$ cat src/rtl/ssd_pkg.sv
package ssd_pkg;

	localparam int FreqW       = 16;
	localparam int AmpW        = 7;
	localparam int WaveW       = 4;
	localparam int PosW        = 3;
	localparam int DwellW      = 16;
	localparam int AddrW       = 4;
	localparam int DataW       = 32;
	localparam int BcdFW       = 20;
	localparam int BcdAW       = 8;
	localparam int BinAW       = 8;
	localparam int BitsPerCell = 2;
	localparam int NumCells    = FreqW / BitsPerCell;

	localparam logic [1:0] RegWaveMode  = 2'd0;
	localparam logic [1:0] RegFrequency = 2'd1;
	localparam logic [1:0] RegAmplitude = 2'd2;
	localparam logic [1:0] RegDwell     = 2'd3;

	localparam logic [PosW-1:0] PosMode     = 3'd0;
	localparam logic [PosW-1:0] PosDashA    = 3'd1;
	localparam logic [PosW-1:0] PosFreqTens = 3'd2;
	localparam logic [PosW-1:0] PosFreqUnit = 3'd3;
	localparam logic [PosW-1:0] PosFreqFrac = 3'd4;
	localparam logic [PosW-1:0] PosDashB    = 3'd5;
	localparam logic [PosW-1:0] PosAmpUnit  = 3'd6;
	localparam logic [PosW-1:0] PosAmpFrac  = 3'd7;

	localparam logic [7:0]        SegDash    = 8'h40;
	localparam logic [7:0]        SegDot     = 8'h80;
	localparam logic [15:0]       BlankWord  = 16'hFFFF;
	localparam logic [FreqW-1:0]  FreqLow    = 16'd100;
	localparam logic [FreqW-1:0]  FreqHigh   = 16'd20000;
	localparam logic [AmpW-1:0]   AmpMax     = 7'd99;
	localparam logic [DwellW-1:0] DwellReset = 16'd50;

	typedef struct packed {
		logic [PosW-1:0]  pos;
		logic             blank;
		logic [WaveW-1:0] wave;
		logic [FreqW-1:0] bin_f;
		logic [BcdFW-1:0] bcd_f;
		logic [BinAW-1:0] bin_a;
		logic [BcdAW-1:0] bcd_a;
	} item_t;

	function automatic logic [7:0] glyph(input logic [3:0] d);
		logic [7:0] g;
		case (d)
			4'd0: g = 8'h3f;
			4'd1: g = 8'h06;
			4'd2: g = 8'h5b;
			4'd3: g = 8'h4f;
			4'd4: g = 8'h66;
			4'd5: g = 8'h6d;
			4'd6: g = 8'h7d;
			4'd7: g = 8'h07;
			4'd8: g = 8'h7f;
			4'd9: g = 8'h6f;
			default: g = SegDash;
		endcase
		return g;
	endfunction

	function automatic logic [BcdFW-1:0] adjust_f(input logic [BcdFW-1:0] x);
		logic [BcdFW-1:0] r;
		r = x;
		for (int i = 0; i < BcdFW / 4; i++) begin
			if (x[4*i +: 4] >= 4'd5) begin
				r[4*i +: 4] = x[4*i +: 4] + 4'd3;
			end
		end
		return r;
	endfunction

	function automatic logic [BcdAW-1:0] adjust_a(input logic [BcdAW-1:0] x);
		logic [BcdAW-1:0] r;
		r = x;
		for (int i = 0; i < BcdAW / 4; i++) begin
			if (x[4*i +: 4] >= 4'd5) begin
				r[4*i +: 4] = x[4*i +: 4] + 4'd3;
			end
		end
		return r;
	endfunction

endpackage

$ cat src/rtl/ssd_cell.sv
module ssd_cell (
	input  logic          clk,
	input  logic          arst_n,
	input  ssd_pkg::item_t item_in,
	input  logic          valid_in,
	output logic          ready_up,
	input  logic          ready_dn,
	output ssd_pkg::item_t item_out,
	output logic          valid_out
);

	logic                       valid_q;
	ssd_pkg::item_t             item_q;
	ssd_pkg::item_t             item_nxt;
	logic [ssd_pkg::BcdFW-1:0]  f1;
	logic [ssd_pkg::BcdFW-1:0]  f1_sh;
	logic [ssd_pkg::BcdFW-1:0]  f2;
	logic [ssd_pkg::BcdAW-1:0]  a1;

	// two frequency bits and one amplitude bit per cell
	always_comb begin
		item_nxt = item_in;
		f1       = ssd_pkg::adjust_f(item_in.bcd_f);
		f1_sh    = {f1[ssd_pkg::BcdFW-2:0], item_in.bin_f[ssd_pkg::FreqW-1]};
		f2       = ssd_pkg::adjust_f(f1_sh);
		item_nxt.bcd_f = {f2[ssd_pkg::BcdFW-2:0], item_in.bin_f[ssd_pkg::FreqW-2]};
		item_nxt.bin_f = {item_in.bin_f[ssd_pkg::FreqW-3:0], 2'b00};
		a1       = ssd_pkg::adjust_a(item_in.bcd_a);
		item_nxt.bcd_a = {a1[ssd_pkg::BcdAW-2:0], item_in.bin_a[ssd_pkg::BinAW-1]};
		item_nxt.bin_a = {item_in.bin_a[ssd_pkg::BinAW-2:0], 1'b0};
	end

	assign ready_up  = !valid_q || ready_dn;
	assign valid_out = valid_q;
	assign item_out  = item_q;

	always_ff @(posedge clk or negedge arst_n) begin
		if (!arst_n) begin
			valid_q <= 1'b0;
		end else if (ready_up) begin
			valid_q <= valid_in;
		end
	end

	always_ff @(posedge clk) begin
		if (ready_up && valid_in) begin
			item_q <= item_nxt;
		end
	end

endmodule

$ cat src/rtl/ssd_scan.sv
module ssd_scan (
	input  logic                        clk,
	input  logic                        arst_n,
	input  logic                        psel,
	input  logic                        penable,
	input  logic                        pwrite,
	input  logic [ssd_pkg::AddrW-1:0]   paddr,
	input  logic [ssd_pkg::DataW-1:0]   pwdata,
	output logic [ssd_pkg::DataW-1:0]   prdata,
	input  logic                        accept,
	input  logic                        tick,
	output ssd_pkg::item_t              entry
);

	logic [ssd_pkg::WaveW-1:0]  wave_q;
	logic [ssd_pkg::FreqW-1:0]  freq_q;
	logic [ssd_pkg::AmpW-1:0]   amp_q;
	logic [ssd_pkg::DwellW-1:0] dwell_q;
	logic [ssd_pkg::PosW-1:0]   scan_q;
	logic [ssd_pkg::DwellW-1:0] count_q;
	logic [ssd_pkg::DwellW-1:0] count_inc;
	logic [ssd_pkg::DwellW-1:0] limit;
	logic [ssd_pkg::AmpW-1:0]   amp_sat;
	logic                       wr;

	assign wr        = psel && penable && pwrite;
	assign limit     = (dwell_q == '0) ? ssd_pkg::DwellW'(1) : dwell_q;
	assign count_inc = count_q + ssd_pkg::DwellW'(1);
	assign amp_sat   = (amp_q > ssd_pkg::AmpMax) ? ssd_pkg::AmpMax : amp_q;

	always_ff @(posedge clk or negedge arst_n) begin
		if (!arst_n) begin
			wave_q  <= '0;
			freq_q  <= '0;
			amp_q   <= '0;
			dwell_q <= ssd_pkg::DwellReset;
		end else if (wr) begin
			case (paddr[3:2])
				ssd_pkg::RegWaveMode:  wave_q  <= pwdata[ssd_pkg::WaveW-1:0];
				ssd_pkg::RegFrequency: freq_q  <= pwdata[ssd_pkg::FreqW-1:0];
				ssd_pkg::RegAmplitude: amp_q   <= pwdata[ssd_pkg::AmpW-1:0];
				ssd_pkg::RegDwell:     dwell_q <= pwdata[ssd_pkg::DwellW-1:0];
				default: ;
			endcase
		end
	end

	always_comb begin
		case (paddr[3:2])
			ssd_pkg::RegWaveMode:  prdata = {{(ssd_pkg::DataW-ssd_pkg::WaveW){1'b0}}, wave_q};
			ssd_pkg::RegFrequency: prdata = {{(ssd_pkg::DataW-ssd_pkg::FreqW){1'b0}}, freq_q};
			ssd_pkg::RegAmplitude: prdata = {{(ssd_pkg::DataW-ssd_pkg::AmpW){1'b0}}, amp_q};
			ssd_pkg::RegDwell:     prdata = {{(ssd_pkg::DataW-ssd_pkg::DwellW){1'b0}}, dwell_q};
			default:               prdata = '0;
		endcase
	end

	always_ff @(posedge clk or negedge arst_n) begin
		if (!arst_n) begin
			scan_q  <= '0;
			count_q <= '0;
		end else if (accept && tick) begin
			if (count_inc >= limit) begin
				count_q <= '0;
				scan_q  <= scan_q + ssd_pkg::PosW'(1);
			end else begin
				count_q <= count_inc;
			end
		end
	end

	always_comb begin
		entry       = '0;
		entry.pos   = scan_q;
		entry.blank = (freq_q < ssd_pkg::FreqLow) || (freq_q >= ssd_pkg::FreqHigh);
		entry.wave  = wave_q;
		entry.bin_f = freq_q;
		entry.bin_a = {1'b0, amp_sat};
	end

endmodule

$ cat src/rtl/seven_segment_scan_display.sv
// Eight-digit multiplexed seven-segment scan driver.
// Configuration goes through the APB port: wave mode at 0x0, frequency in Hz
// at 0x4, amplitude in tenths at 0x8, dwell in ticks at 0xC; pready is
// always high and reads return the register value.
// Each transfer on the tick channel (tick_valid high, tick_stall low) yields
// exactly one transfer on the display channel carrying port_word,
// digit_position and blank, in order.
// Each result passes through eight binary-to-decimal cells (two frequency
// bits and one amplitude bit per cell), the first of which loads at the
// transfer edge, and then through the output register.
// Throughput: one tick per clock while tick_stall is low; the cell chain and
// output register form a nine-deep pipeline with a per-stage handshake.
// A tick bit of zero still gives a result but does not advance the scan.
// Reset restores the register defaults (dwell 50), returns the scan to digit 0
// and empties the pipeline.
// When the receiver holds disp_stall, results back up into the chain; once all
// nine stages are full tick_stall is raised until the receiver takes a result.
module seven_segment_scan_display (
	input  logic                        clk,
	input  logic                        arst_n,
	input  logic                        psel,
	input  logic                        penable,
	input  logic                        pwrite,
	input  logic [ssd_pkg::AddrW-1:0]   paddr,
	input  logic [ssd_pkg::DataW-1:0]   pwdata,
	output logic [ssd_pkg::DataW-1:0]   prdata,
	output logic                        pready,
	input  logic                        tick_valid,
	output logic                        tick_stall,
	input  logic                        tick,
	output logic                        disp_valid,
	input  logic                        disp_stall,
	output logic [15:0]                 port_word,
	output logic [ssd_pkg::PosW-1:0]    digit_position,
	output logic                        blank
);

	ssd_pkg::item_t                 chain [ssd_pkg::NumCells+1];
	logic [ssd_pkg::NumCells:0]     valid_c;
	logic [ssd_pkg::NumCells:0]     ready_c;
	logic                           accept;
	logic                           out_ready;
	logic                           out_valid_q;
	logic [15:0]                    word_q;
	logic [ssd_pkg::PosW-1:0]       pos_q;
	logic                           blank_q;
	logic [7:0]                     seg;
	logic [7:0]                     sel;
	ssd_pkg::item_t                 fin;

	assign pready     = 1'b1;
	assign tick_stall = !ready_c[0];
	assign accept     = tick_valid && ready_c[0];
	assign valid_c[0] = tick_valid;

	ssd_scan u_scan (
		.clk     (clk),
		.arst_n  (arst_n),
		.psel    (psel),
		.penable (penable),
		.pwrite  (pwrite),
		.paddr   (paddr),
		.pwdata  (pwdata),
		.prdata  (prdata),
		.accept  (accept),
		.tick    (tick),
		.entry   (chain[0])
	);

	for (genvar i = 0; i < ssd_pkg::NumCells; i++) begin : g_cell
		ssd_cell u_cell (
			.clk       (clk),
			.arst_n    (arst_n),
			.item_in   (chain[i]),
			.valid_in  (valid_c[i]),
			.ready_up  (ready_c[i]),
			.ready_dn  (ready_c[i+1]),
			.item_out  (chain[i+1]),
			.valid_out (valid_c[i+1])
		);
	end

	assign out_ready                  = !out_valid_q || !disp_stall;
	assign ready_c[ssd_pkg::NumCells] = out_ready;
	assign fin                        = chain[ssd_pkg::NumCells];

	always_comb begin
		case (fin.pos)
			ssd_pkg::PosMode:     seg = ssd_pkg::glyph(fin.wave);
			ssd_pkg::PosDashA:    seg = ssd_pkg::SegDash;
			ssd_pkg::PosFreqTens: seg = ssd_pkg::glyph(fin.bcd_f[19:16]);
			ssd_pkg::PosFreqUnit: seg = ssd_pkg::glyph(fin.bcd_f[15:12]) | ssd_pkg::SegDot;
			ssd_pkg::PosFreqFrac: seg = ssd_pkg::glyph(fin.bcd_f[11:8]);
			ssd_pkg::PosDashB:    seg = ssd_pkg::SegDash;
			ssd_pkg::PosAmpUnit:  seg = ssd_pkg::glyph(fin.bcd_a[7:4]) | ssd_pkg::SegDot;
			ssd_pkg::PosAmpFrac:  seg = ssd_pkg::glyph(fin.bcd_a[3:0]);
			default:              seg = ssd_pkg::SegDash;
		endcase
		sel = 8'd1 << fin.pos;
	end

	always_ff @(posedge clk or negedge arst_n) begin
		if (!arst_n) begin
			out_valid_q <= 1'b0;
		end else if (out_ready) begin
			out_valid_q <= valid_c[ssd_pkg::NumCells];
		end
	end

	always_ff @(posedge clk) begin
		if (out_ready && valid_c[ssd_pkg::NumCells]) begin
			word_q  <= fin.blank ? ssd_pkg::BlankWord : {sel, seg};
			pos_q   <= fin.pos;
			blank_q <= fin.blank;
		end
	end

	assign disp_valid     = out_valid_q;
	assign port_word      = word_q;
	assign digit_position = pos_q;
	assign blank          = blank_q;

endmodule

$ cat config.mk
export PLATFORM = sky130hd
export DESIGN_NAME = seven_segment_scan_display
export DESIGN_NICKNAME = d
export VERILOG_FILES = /design/src/rtl/ssd_pkg.sv /design/src/rtl/ssd_cell.sv /design/src/rtl/ssd_scan.sv /design/src/rtl/seven_segment_scan_display.sv
export SDC_FILE = /design/constraint.sdc
export NUM_CORES = 1
export LEC_CHECK = 0
export BUFFER_PORTS_ARGS = -buffer_cell sky130_fd_sc_hd__buf_2
export CAP_MARGIN = 20
export CELL_PAD_IN_SITES_DETAIL_PLACEMENT = 0
export CELL_PAD_IN_SITES_GLOBAL_PLACEMENT = 1
export CORE_MARGIN = 5
export CORE_UTILIZATION = 54
export DETAILED_ROUTE_END_ITERATION = 10
export GPL_TIMING_DRIVEN = 1
export PLACE_DENSITY = 0.92
export SLEW_MARGIN = 5
export SYNTH_ARGS = -nofsm -noshare
export SYNTH_HDL_FRONTEND = slang
export SYNTH_SLANG_ARGS = --single-unit
$ cat constraint.sdc
create_clock -name clk -period 7.55 [get_ports clk]
set_input_delay 1.1325 -clock clk [delete_from_list [all_inputs] [get_ports clk]]
set_output_delay 1.1325 -clock clk [all_outputs]
set_load 0.02 [all_outputs]
==> out/metrics.csv, run 1 <==
stage;metric;value;unit
yosys;area leader, netlist;edfxtp_1;
power;PwrDens;454;mW/mm2
power;Leak;8.63;nW
yosys;flops & latches, synth;381;
route;WL met3;1260;um
power;Max VDD drop;226;uV
yosys;Post-synth EDFFs;268;
critical_path;Worst EP arrival;4.22;ns
critical_path;element type at the critical path end;register;
hold_path;Hold Crit Depth;0;
yosys;post-synthesis sequential area ratio;57.4;%
timing;worst clock skew;0.0160;ns
timing;Setup TNS;0;ns
clock_network;Clock transition at path regs;0.06;ns
critical_path;Worst R2R Setup Slack;3.81;ns
critical_path;CP Max Fanout;42;
timing;Tcrit/Tclk final;50.0;%
placed_design;Post-DP Area;0.0194;mm2
route;post-route ant nets;0;
yosys;synthesized cell area;0.0186;mm2
clock_network;H-tree levels;2;
clock_network;clk buf depth;3;
route;drt pass-1 iters;5;
timing;actual slew at the worst max-slew pin;1.04;ns
timing;Slew Viols, Final;0;
placed_design;Port-buffer cells;63;
yosys;Unique masters post-synth;81;
placed_design;Final HPWL DP;21900;um
route;DR vias/cell;5.35;
critical_path;FF-to-FF Start;u_scan.count_q[0];
timing;final worst slack;3.78;ns
clock_network;setup repair bufs after CTS;0;
clock_network;Clock Sinks;381;
floorplan;I/O pin cnt;99;
floorplan;die area;0.0382;mm2
timing;Max Fclk;265;MHz
clock_network;total CTS buffers;40;
yosys;ys flop type;edfxtp_1;
critical_path;CP required;8.00;ns
timing;RSZ-0062 raised after global routing;no;
timing;Hold Vio Cnt, Final;0;
grt;Congestion Overflow GR;0;
finish;antenna cells;0;
yosys;warnings from Yosys;0;
grt;Tot GR Track Use;16.0;%
timing;setup violators final;0;
yosys;Yosys top cell area share;43.3;%
placed_design;Final Wtd Congestion;0.836;
floorplan;number of placement rows;68;
route;DR iter-0 viols;445;
route;Routed wire per std cell;15.0;um
finish;fillcell total;2655;
clock_network;CTS tree;yes;
timing;crit path time final;3.77;ns
timing;Slew HR;30.3;%
yosys;Cells after Synth;1500;
clock_network;Worst-Skew Late Latency;0.54;ns
flow_run;maxcap violations;0;
route;Via Count;11100;
placed_design;Place WS;3.22;ns
grt;vias in the first global route;11000;
critical_path;R2R cell count;14;
clock_network;post-CTS resize count;0;
finish;area grow syn2layout;10.8;%
clock_network;CTS hold repair buffers;0;
run_status;outcome;finished, final reports clean;
yosys;Synth area leaders;edfxtp_1 43%, dfrtp_1 9.2%, ha_1 8.8%;
floorplan;core area;0.0343;mm2
yosys;asr flop ratio synth;18.6;%
yosys;count leader, synth;edfxtp_1;
finish;fin nets;1758;
floorplan;Die H;196;um
route;Post-Route WL;30900;um
route;Met1 Wirelength;13600;um
hold_path;HP Start;g_cell[0].u_cell.item_out[59];
floorplan;Initial Utilization;54.2;%
yosys;Mean Syn Cell Area;12.4;um2
route;met2 wire length;15400;um
finish;share of layout cells above drive strength 1;15.0;%
grt;largest net degree at the start of global routing;72;
route;DRC viols;0;
floorplan;Die X;196;um
finish;Design Area, Final;0.0206;mm2
route;DR top layer;met4;
hold_path;Worst Hold Class;reg2reg;
clock_network;clk root buf;clkbuf_16;
critical_path;FF-to-FF End;u_scan.count_q[2];
critical_path;CP Class;in2reg;
grt;global-route wire length before repair;52000;um
yosys;Commonest cells post-synth;268 x edfxtp_1, 131 x ha_1, 114 x inv_1, 104 x nand2_1, 75 x a21oi_1;
hold_path;end of the worst hold path;g_cell[1].u_cell.item_out[59];
critical_path;CP startpoint kind;input pin;
grt;initial antenna violation count;0;
## final cells by class
class | instances | area [um2] | area share [%]
flip-flops and latches | 381 | 10700 | 51.8
clock inverters | 17 | 116 | 0.565
multi-input cells | 970 | 7280 | 35.4
repair buffers | 73 | 390 | 1.90
inverters | 117 | 439 | 2.13
clock buffers | 57 | 1120 | 5.46
well taps | 455 | 569 | 2.76
## how the worst max path moves through the flow
stage	slack, ns	start	depth (start not counted)	to
global route	3.47	disp_stall	12	register
finish	3.78	disp_stall	11	register
floorplan	4.24	paddr[2]	3	prdata[4]
CTS	3.77	disp_stall	11	register
detailed placement	3.22	disp_stall	11	register
global placement	3.32	disp_stall	11	register
## through the flow
step | power [mW] | hold slack [ns] | utilization [%] | std cells
detailed placement | 7.55 | 0.405 | 56.4 | 1996
floorplan | 6.72 | 0.400 | - | 1515
global route | 10.1 | 0.424 | 60.1 | 2070
CTS | 9.42 | 0.410 | 60.1 | 2070
global placement | 7.34 | 0.401 | 56.4 | 1996
finish | 9.36 | 0.412 | 60.1 | 2070
## placed cells by master (no fill, tap or decap), types with 8 or more instances in the layout
cell,instances
a211oi_1,8
a21boi_0,11
a21o_1,17
a21oi_1,75
a22o_1,9
a22oi_1,9
a31oi_1,12
and2_1,13
buf_2,63
buf_4,10
clkbuf_1,11
clkbuf_16,40
clkinv_2,8
conb_1,17
dfrtp_1,68
dfxtp_1,42
edfxtp_1,268
ha_1,131
inv_1,113
mux2_2,71
mux2i_1,57
nand2_1,104
nand2b_1,37
nand3_1,32
nor2_1,58
nor2b_1,33
nor3_1,15
nor3b_1,19
o21ai_0,71
xnor2_1,37
xor2_1,12
## critical path, stage by stage
cell      delay [ns]
buf_2           0.12
nand3_1         0.10
nand2_1         0.47
inv_2           0.32
buf_4           0.39
nand2_1         0.12
a211oi_1        0.05
a221oi_1        0.78
ha_1            0.39
nor2b_1         0.13
o21ai_0         0.18
## power by group
| part | switching, mW | internal (mW) | total, mW |
|---|---|---|---|
| clock network | 0.788 | 1.05 | 1.84 |
| registers | 0.416 | 3.23 | 3.65 |
| logic | 2.22 | 1.65 | 3.87 |
| total | 3.43 | 5.93 | 9.36 |
## cells by family after synthesis
kind of cell               after synthesis  share of synthesized area, %
AOI/OAI and AO/OA                      283                          9.74
adders and majority gates              131                          8.82
other                                    2                        0.0404
xor gates and xnor gates                49                          2.31
and+or+nand+nor                        356                          9.91
muxes                                  134                          8.01
DFF                                    381                          57.4
buffers and inverters                  164                          3.80
## per-layer routing
| metal | up-vias | global-route usage [%] |
|---|---|---|
| met2 | 195 | 28.5 |
| met5 | - | 0 |
| met3 | 60 | 2.74 |
| met1 | 5259 | 20.2 |
| met4 | 0 | 4.45 |
| li1 | 5557 | - |
Power figures use the tool's default switching activity.
==> inputs of run 2 (changes only) <==
CORE_UTILIZATION = 51   (was 54)
PLACE_DENSITY = 0.88   (was 0.92)
clock period = 3.9 ns   (was 7.55 ns; I/O delays follow)
==> run 2 against run 1 <==
Compared with the run above: worst hold slack worse by 0.27 ns; clock skew down 0.0019 ns; critical path type is now reg2reg; critical path depth up 3; final cell count up 0.97%; largest power group unchanged; sequential share of layout area down 0.38 points.
==> out/metrics.csv, run 2 (synthesis gave the netlist of run 1 again) <==
stage;metric;value;unit;change
clock_network;CTS tree;yes;;unchanged
placed_design;Final HPWL DP;21600;um;was 21900 um
clock_network;post-CTS resize count;0;;unchanged
clock_network;Clock Sinks;381;;unchanged
run_status;outcome;finished, final reports clean;;unchanged
critical_path;FF-to-FF Start;u_scan.count_q[0];;unchanged
floorplan;core area;0.0363;mm2;was 0.0343 mm2
critical_path;CP Class;reg2reg;;was in2reg
grt;Congestion Overflow GR;0;;unchanged
hold_path;Worst Hold Class;in2async;;was reg2reg
floorplan;die area;0.0404;mm2;was 0.0382 mm2
grt;global-route wire length before repair;51200;um;was 52000 um
critical_path;Slowest-stage cell, CP;dfrtp_1;;was a221oi_1
route;DR iter-0 viols;404;;was 445
clock_network;Clock transition at path regs;0.06;ns;about the same
finish;antenna cells;0;;unchanged
grt;largest net degree at the start of global routing;38;;was 72
floorplan;I/O pin cnt;99;;unchanged
critical_path;crit path launch;u_scan.count_q[0];;was disp_stall
critical_path;Worst R2R Setup Slack;0.44;ns;was 3.81 ns
grt;initial antenna violation count;0;;unchanged
grt;Tot GR Track Use;14.8;%;was 16.0%
floorplan;Initial Utilization;51.3;%;was 54.2%
critical_path;Worst EP arrival;3.87;ns;was 4.22 ns
finish;fillcell total;2984;;was 2655
finish;area grow syn2layout;11.6;%;was 10.8%
timing;setup violators final;0;;unchanged
timing;crit path time final;3.46;ns;
clock_network;H-tree levels;2;;unchanged
placed_design;Port-buffer cells;63;;unchanged
route;DR top layer;met4;;unchanged
clock_network;setup repair bufs after CTS;0;;unchanged
timing;actual slew at the worst max-slew pin;0.862;ns;was 1.04 ns
finish;share of layout cells above drive strength 1;15.7;%;was 15.0%
timing;Max Fclk;289;MHz;
timing;Hold Vio Cnt, Final;0;;unchanged
placed_design;Final Wtd Congestion;0.823;;was 0.836
finish;fin nets;1765;;was 1758
route;post-route ant nets;0;;unchanged
clock_network;Worst-Skew Late Latency;0.53;ns;was 0.54 ns
route;Post-Route WL;29900;um;was 30900 um
route;Routed wire per std cell;14.3;um;was 15.0 um
timing;Tcrit/Tclk final;88.8;%;
critical_path;CP Max Fanout;13;;was 42
route;WL met3;1320;um;was 1260 um
floorplan;Die X;201;um;was 196 um
clock_network;CTS hold repair buffers;0;;unchanged
timing;RSZ-0062 raised after global routing;no;;unchanged
route;drt pass-1 iters;5;;unchanged
clock_network;clk buf depth;3;;unchanged
clock_network;total CTS buffers;40;;unchanged
power;final total power;18.3;mW;was 9.36 mW
route;DRC viols;0;;unchanged
critical_path;Max stage delay on crit path;0.43;ns;was 0.78 ns
timing;Setup TNS;0;ns;unchanged
critical_path;FF-to-FF End;u_scan.scan_q[1];;was u_scan.count_q[2]
timing;worst clock skew;0.0141;ns;was 0.0160 ns
critical_path;crit-path cells;and3_1 > and3_1 > nand4_1 > or2_2 > xnor2_1 > ha_1 > a21o_1 > a21o_1 > a21oi_1 > o211ai_1 > a211oi_1 > buf_4 > nor2_1 > mux2_2;;was buf_2 > nand3_1 > nand2_1 > inv_2 > buf_4 > nand2_1 > a211oi_1 > a221oi_1 > ha_1 > nor2b_1 > o21ai_0
finish;commonest non-fill, non-tap cell in the layout;edfxtp_1;;unchanged
critical_path;R2R cell count;14;;unchanged
grt;vias in the first global route;11000;;about the same
floorplan;Die H;201;um;was 196 um
critical_path;CP startpoint kind;register;;was input pin
critical_path;element type at the critical path end;register;;unchanged
floorplan;number of placement rows;70;;was 68
critical_path;Critical Path End;u_scan.scan_q[1];;
flow_run;maxcap violations;0;;unchanged
power;Max VDD drop;407;uV;was 226 uV
finish;commonest cells after routing, fill and taps aside;268 x edfxtp_1, 131 x ha_1, 113 x inv_1;;unchanged
power;PwrDens;881;mW/mm2;was 454 mW/mm2
route;met2 wire length;15000;um;was 15400 um
route;DR vias/cell;5.30;;was 5.35
timing;Slew Viols, Final;0;;unchanged
timing;Slew HR;40.9;%;was 30.3%
power;Leak;8.68;nW;was 8.63 nW
critical_path;CP required;4.30;ns;was 8.00 ns
route;Via Count;11100;;about the same
clock_network;clk root buf;clkbuf_16;;unchanged
route;Met1 Wirelength;13100;um;was 13600 um
==> run 2: cell types whose count changed in the layout (fill, tap and decap cells not counted), sizes merged <==
cell and delta:
buf +7, clkinvlp +5, clkinv -4, clkbuf -2, bufinv +1
==> run 2: area by class of cell <==
class                           count  area, um2  area share [%]
Clock buffer                       55       1150            5.54
Sequential cell                   381      10700            51.4
Clock inverter                     19        156           0.754
Tap cell                          468        586            2.82
Timing Repair Buffer               80        460            2.22
Multi-Input combinational cell    970       7280            35.1
Inverter                          117        439            2.12
==> run 2: worst min path at each step <==
stage	from	to	cells after the start
2_1_floorplan	arst_n	disp_valid	0
3_3_place_gp	g_cell[5].u_cell.item_out[53]	g_cell[6].u_cell.item_out[53]	0
3_5_place_dp	g_cell[0].u_cell.item_out[12]	g_cell[1].u_cell.item_out[13]	0
4_1_cts	arst_n	u_scan.freq_q[9]	1
5_1_grt	arst_n	u_scan.dwell_q[0]	1
6_report	arst_n	u_scan.dwell_q[0]	1
==> run 2: power breakdown <==
part           internal (mW)  leakage [nW]  total [mW]  switching, mW
registers               6.26          3.86        7.04          0.779
clock network           2.15         0.627        3.68           1.53
logic                   3.24          4.20        7.55           4.31
total                   11.7          8.68        18.3           6.62
==> run 2: worst max-delay path, delay by kind of cell, from the launching register on <==
| family | cells | cell delay (ns) |
|---|---|---|
| mux | 1 | 0.31 |
| compound gates | 5 | 0.86 |
| flops | 1 | 0.43 |
| xor+xnor | 1 | 0.19 |
| simple gates | 5 | 1.02 |
| fa+ha+maj | 1 | 0.28 |
| buf+inv | 1 | 0.24 |
==> run 2: layer usage <==
| layer | vias up | GRT usage [%] |
|---|---|---|
| met2 | 188 | 26.0 |
| met5 | - | 0 |
| met4 | 0 | 4.06 |
| li1 | 5592 | - |
| met3 | 58 | 2.86 |
| met1 | 5236 | 18.9 |
==> run 2: stage by stage <==
stage	utilization, %	instance area (um2)	instances	hold slack, ns	setup slack, ns
floorplan	-	18600	1515	0.289	0.748
finish	57.2	20700	2090	0.138	0.436
detailed placement	53.6	19400	2014	0.405	0.455
CTS	57.2	20700	2088	0.140	0.426
global route	57.2	20700	2090	0.190	0.153
global placement	53.6	19400	2014	0.401	0.443
==> inputs of run 3 (changes only) <==
CORE_UTILIZATION = 54   (was 51)
PLACE_DENSITY = 0.92   (was 0.88)
clock period = 4.5 ns   (was 3.9 ns; I/O delays follow)
==> run 3 against run 2 <==
Compared with the run above: core utilization up 3.4 points; worst hold slack gained 0.26 ns; clock-buffer cell count did not move; critical path depth unchanged; via count hardly changed; maximum frequency down 2.4%; sequential power decreased by 13%; final area is 0.12% higher; routed wire length hardly changed; setup slack improved by 0.51 ns; register-to-register slack better by 0.51 ns; combinational power is 14% lower.
==> out/metrics.csv, run 3 (synthesis gave the netlist of run 1 again) <==
stage;metric;value;unit;change
timing;final worst slack;0.950;ns;was 0.436 ns
timing;RSZ-0062 raised after global routing;no;;unchanged
floorplan;Initial Utilization;54.2;%;was 51.3%
placed_design;Final Wtd Congestion;0.840;;was 0.823
critical_path;Worst R2R Setup Slack;0.95;ns;was 0.44 ns
clock_network;Clock Sinks;381;;unchanged
critical_path;Worst EP arrival;4.01;ns;was 3.87 ns
power;Max VDD drop;383;uV;was 407 uV
clock_network;total CTS buffers;39;;was 40
placed_design;Port-buffer cells;63;;unchanged
timing;Tcrit/Tclk final;78.9;%;was 88.8%
clock_network;clk buf depth;3;;unchanged
timing;crit path time final;3.55;ns;was 3.46 ns
route;drt pass-1 iters;5;;unchanged
hold_path;Hold Crit Depth;2;;
finish;fillcell total;2624;;was 2984
grt;initial antenna violation count;0;;unchanged
critical_path;R2R cell count;14;;unchanged
critical_path;Worst Path Buf+Inv;1;;unchanged
floorplan;Die H;196;um;was 201 um
clock_network;Clock transition at path regs;0.06;ns;about the same
route;DRC viols;0;;unchanged
power;PwrDens;768;mW/mm2;was 881 mW/mm2
timing;Slew Viols, Final;0;;unchanged
floorplan;die area;0.0382;mm2;was 0.0404 mm2
floorplan;number of placement rows;68;;was 70
timing;actual slew at the worst max-slew pin;1.08;ns;was 0.862 ns
clock_network;setup repair bufs after CTS;0;;unchanged
floorplan;core area;0.0343;mm2;was 0.0363 mm2
critical_path;Crit path max-delay family;simple AND/OR/NAND/NOR gates;;unchanged
route;Routed wire per std cell;14.5;um;was 14.3 um
finish;share of layout cells above drive strength 1;15.4;%;was 15.7%
hold_path;Worst Hold Class;in2reg;;was in2async
grt;Congestion Overflow GR;0;;unchanged
placed_design;Place WS;0.939;ns;was 0.455 ns
power;final total power;15.9;mW;was 18.3 mW
critical_path;CP startpoint kind;register;;unchanged
floorplan;Die X;196;um;was 201 um
critical_path;element type at the critical path end;register;;unchanged
critical_path;Slowest-stage cell, CP;dfrtp_1;;unchanged
run_status;outcome;finished, final reports clean;;unchanged
timing;final hold slack;0.400;ns;was 0.138 ns
clock_network;CTS tree;yes;;unchanged
critical_path;CP Class;reg2reg;;unchanged
power;Leak;8.72;nW;was 8.68 nW
grt;largest net degree at the start of global routing;45;;was 38
timing;Setup TNS;0;ns;unchanged
grt;vias in the first global route;11100;;was 11000
finish;commonest cells after routing, fill and taps aside;268 x edfxtp_1, 131 x ha_1, 113 x inv_1;;unchanged
finish;antenna cells;0;;unchanged
critical_path;FF-to-FF Start;u_scan.count_q[0];;unchanged
clock_network;Worst-Skew Late Latency;0.52;ns;was 0.53 ns
route;post-route ant nets;0;;unchanged
finish;area grow syn2layout;11.7;%;was 11.6%
timing;Hold Vio Cnt, Final;0;;unchanged
flow_run;maxcap violations;0;;unchanged
critical_path;WP depth;14;;unchanged
finish;Post-Layout Cell Count;2073;;was 2090
grt;Tot GR Track Use;15.7;%;was 14.8%
hold_path;HP Start;pwdata[12];;
finish;Design Area, Final;0.0208;mm2;was 0.0207 mm2
placed_design;Post-DP Area;0.0194;mm2;about the same
critical_path;Max stage delay on crit path;0.42;ns;was 0.43 ns
finish;commonest non-fill, non-tap cell in the layout;edfxtp_1;;unchanged
critical_path;crit-path cells;and3_1 > and3_1 > nand4_1 > or2_2 > xnor2_1 > ha_1 > a21o_1 > a21o_1 > a21oi_1 > o211ai_1 > a211oi_1 > buf_4 > and2_1 > a22o_1;;was and3_1 > and3_1 > nand4_1 > or2_2 > xnor2_1 > ha_1 > a21o_1 > a21o_1 > a21oi_1 > o211ai_1 > a211oi_1 > buf_4 > nor2_1 > mux2_2
timing;Slew HR;27.9;%;was 40.9%
clock_network;H-tree levels;2;;unchanged
route;Via Count;11100;;about the same
route;DR iter-0 viols;619;;was 404
route;Post-Route WL;30000;um;was 29900 um
critical_path;FF-to-FF End;u_scan.count_q[7];;was u_scan.scan_q[1]
route;DR vias/cell;5.35;;was 5.30
clock_network;clk root buf;clkbuf_16;;unchanged
floorplan;I/O pin cnt;99;;unchanged
placed_design;Cells after DPL;1999;;was 2014
critical_path;CP required;4.96;ns;was 4.30 ns
placed_design;Final HPWL DP;21400;um;was 21600 um
timing;worst clock skew;0.0124;ns;was 0.0141 ns
critical_path;CP Max Fanout;13;;unchanged
timing;Max Fclk;282;MHz;was 289 MHz
finish;fin nets;1762;;was 1765
timing;setup violators final;0;;unchanged
finish;post-layout util;60.6;%;was 57.2%
hold_path;end of the worst hold path;u_scan.dwell_q[12];;
grt;global-route wire length before repair;51100;um;was 51200 um
-- run 3: cell types whose count changed in the layout (fill, tap and decap cells not counted), sizes merged --
cell | previous run | this run
buf | 80 | 77
bufinv | 1 | 3
clkinv | 12 | 13
clkinvlp | 6 | 1
dlygate4sd3 | 0 | 1
-- run 3: cell type report --
cell class,instances,area (um2),share of cell area [%]
multi-input cells,970,7280,35.1
well taps,455,569,2.74
clock inverters,17,173,0.831
inverters,117,439,2.11
clock buffers,55,1180,5.68
flip-flops and latches,381,10700,51.4
repair buffers,78,455,2.19
-- run 3: how the worst max path moves through the flow --
stage                     slack (ns)               from           endpoint
after floorplan                 1.35  u_scan.count_q[2]   u_scan.scan_q[2]
after global placement          0.96  u_scan.count_q[0]  u_scan.count_q[7]
after detailed placement        0.94  u_scan.count_q[0]  u_scan.count_q[7]
after CTS                       0.93  u_scan.count_q[0]  u_scan.count_q[7]
after global routing            0.63  u_scan.count_q[0]  u_scan.count_q[9]
final                           0.95  u_scan.count_q[0]  u_scan.count_q[7]
-- run 3: report_power, final --
group          switching [mW]  internal [mW]
logic                    3.73           2.80
clock network            1.31           2.01
registers               0.678           5.42
total                    5.72           10.2
-- run 3: metal layers --
metal / wire [um] / GRT usage, % / part of all wire (%)
met5: 0 / 0 / 0
met4: 888 / 5.33 / 3.0
met3: 1310 / 2.69 / 4.4
met2: 15100 / 28.1 / 50
met1: 12700 / 19.1 / 42
-- run 3: repair_timing --
item,CTS,global route
hold endpoints to repair,0,7
hold buffers,0,1
resized for setup,0,0
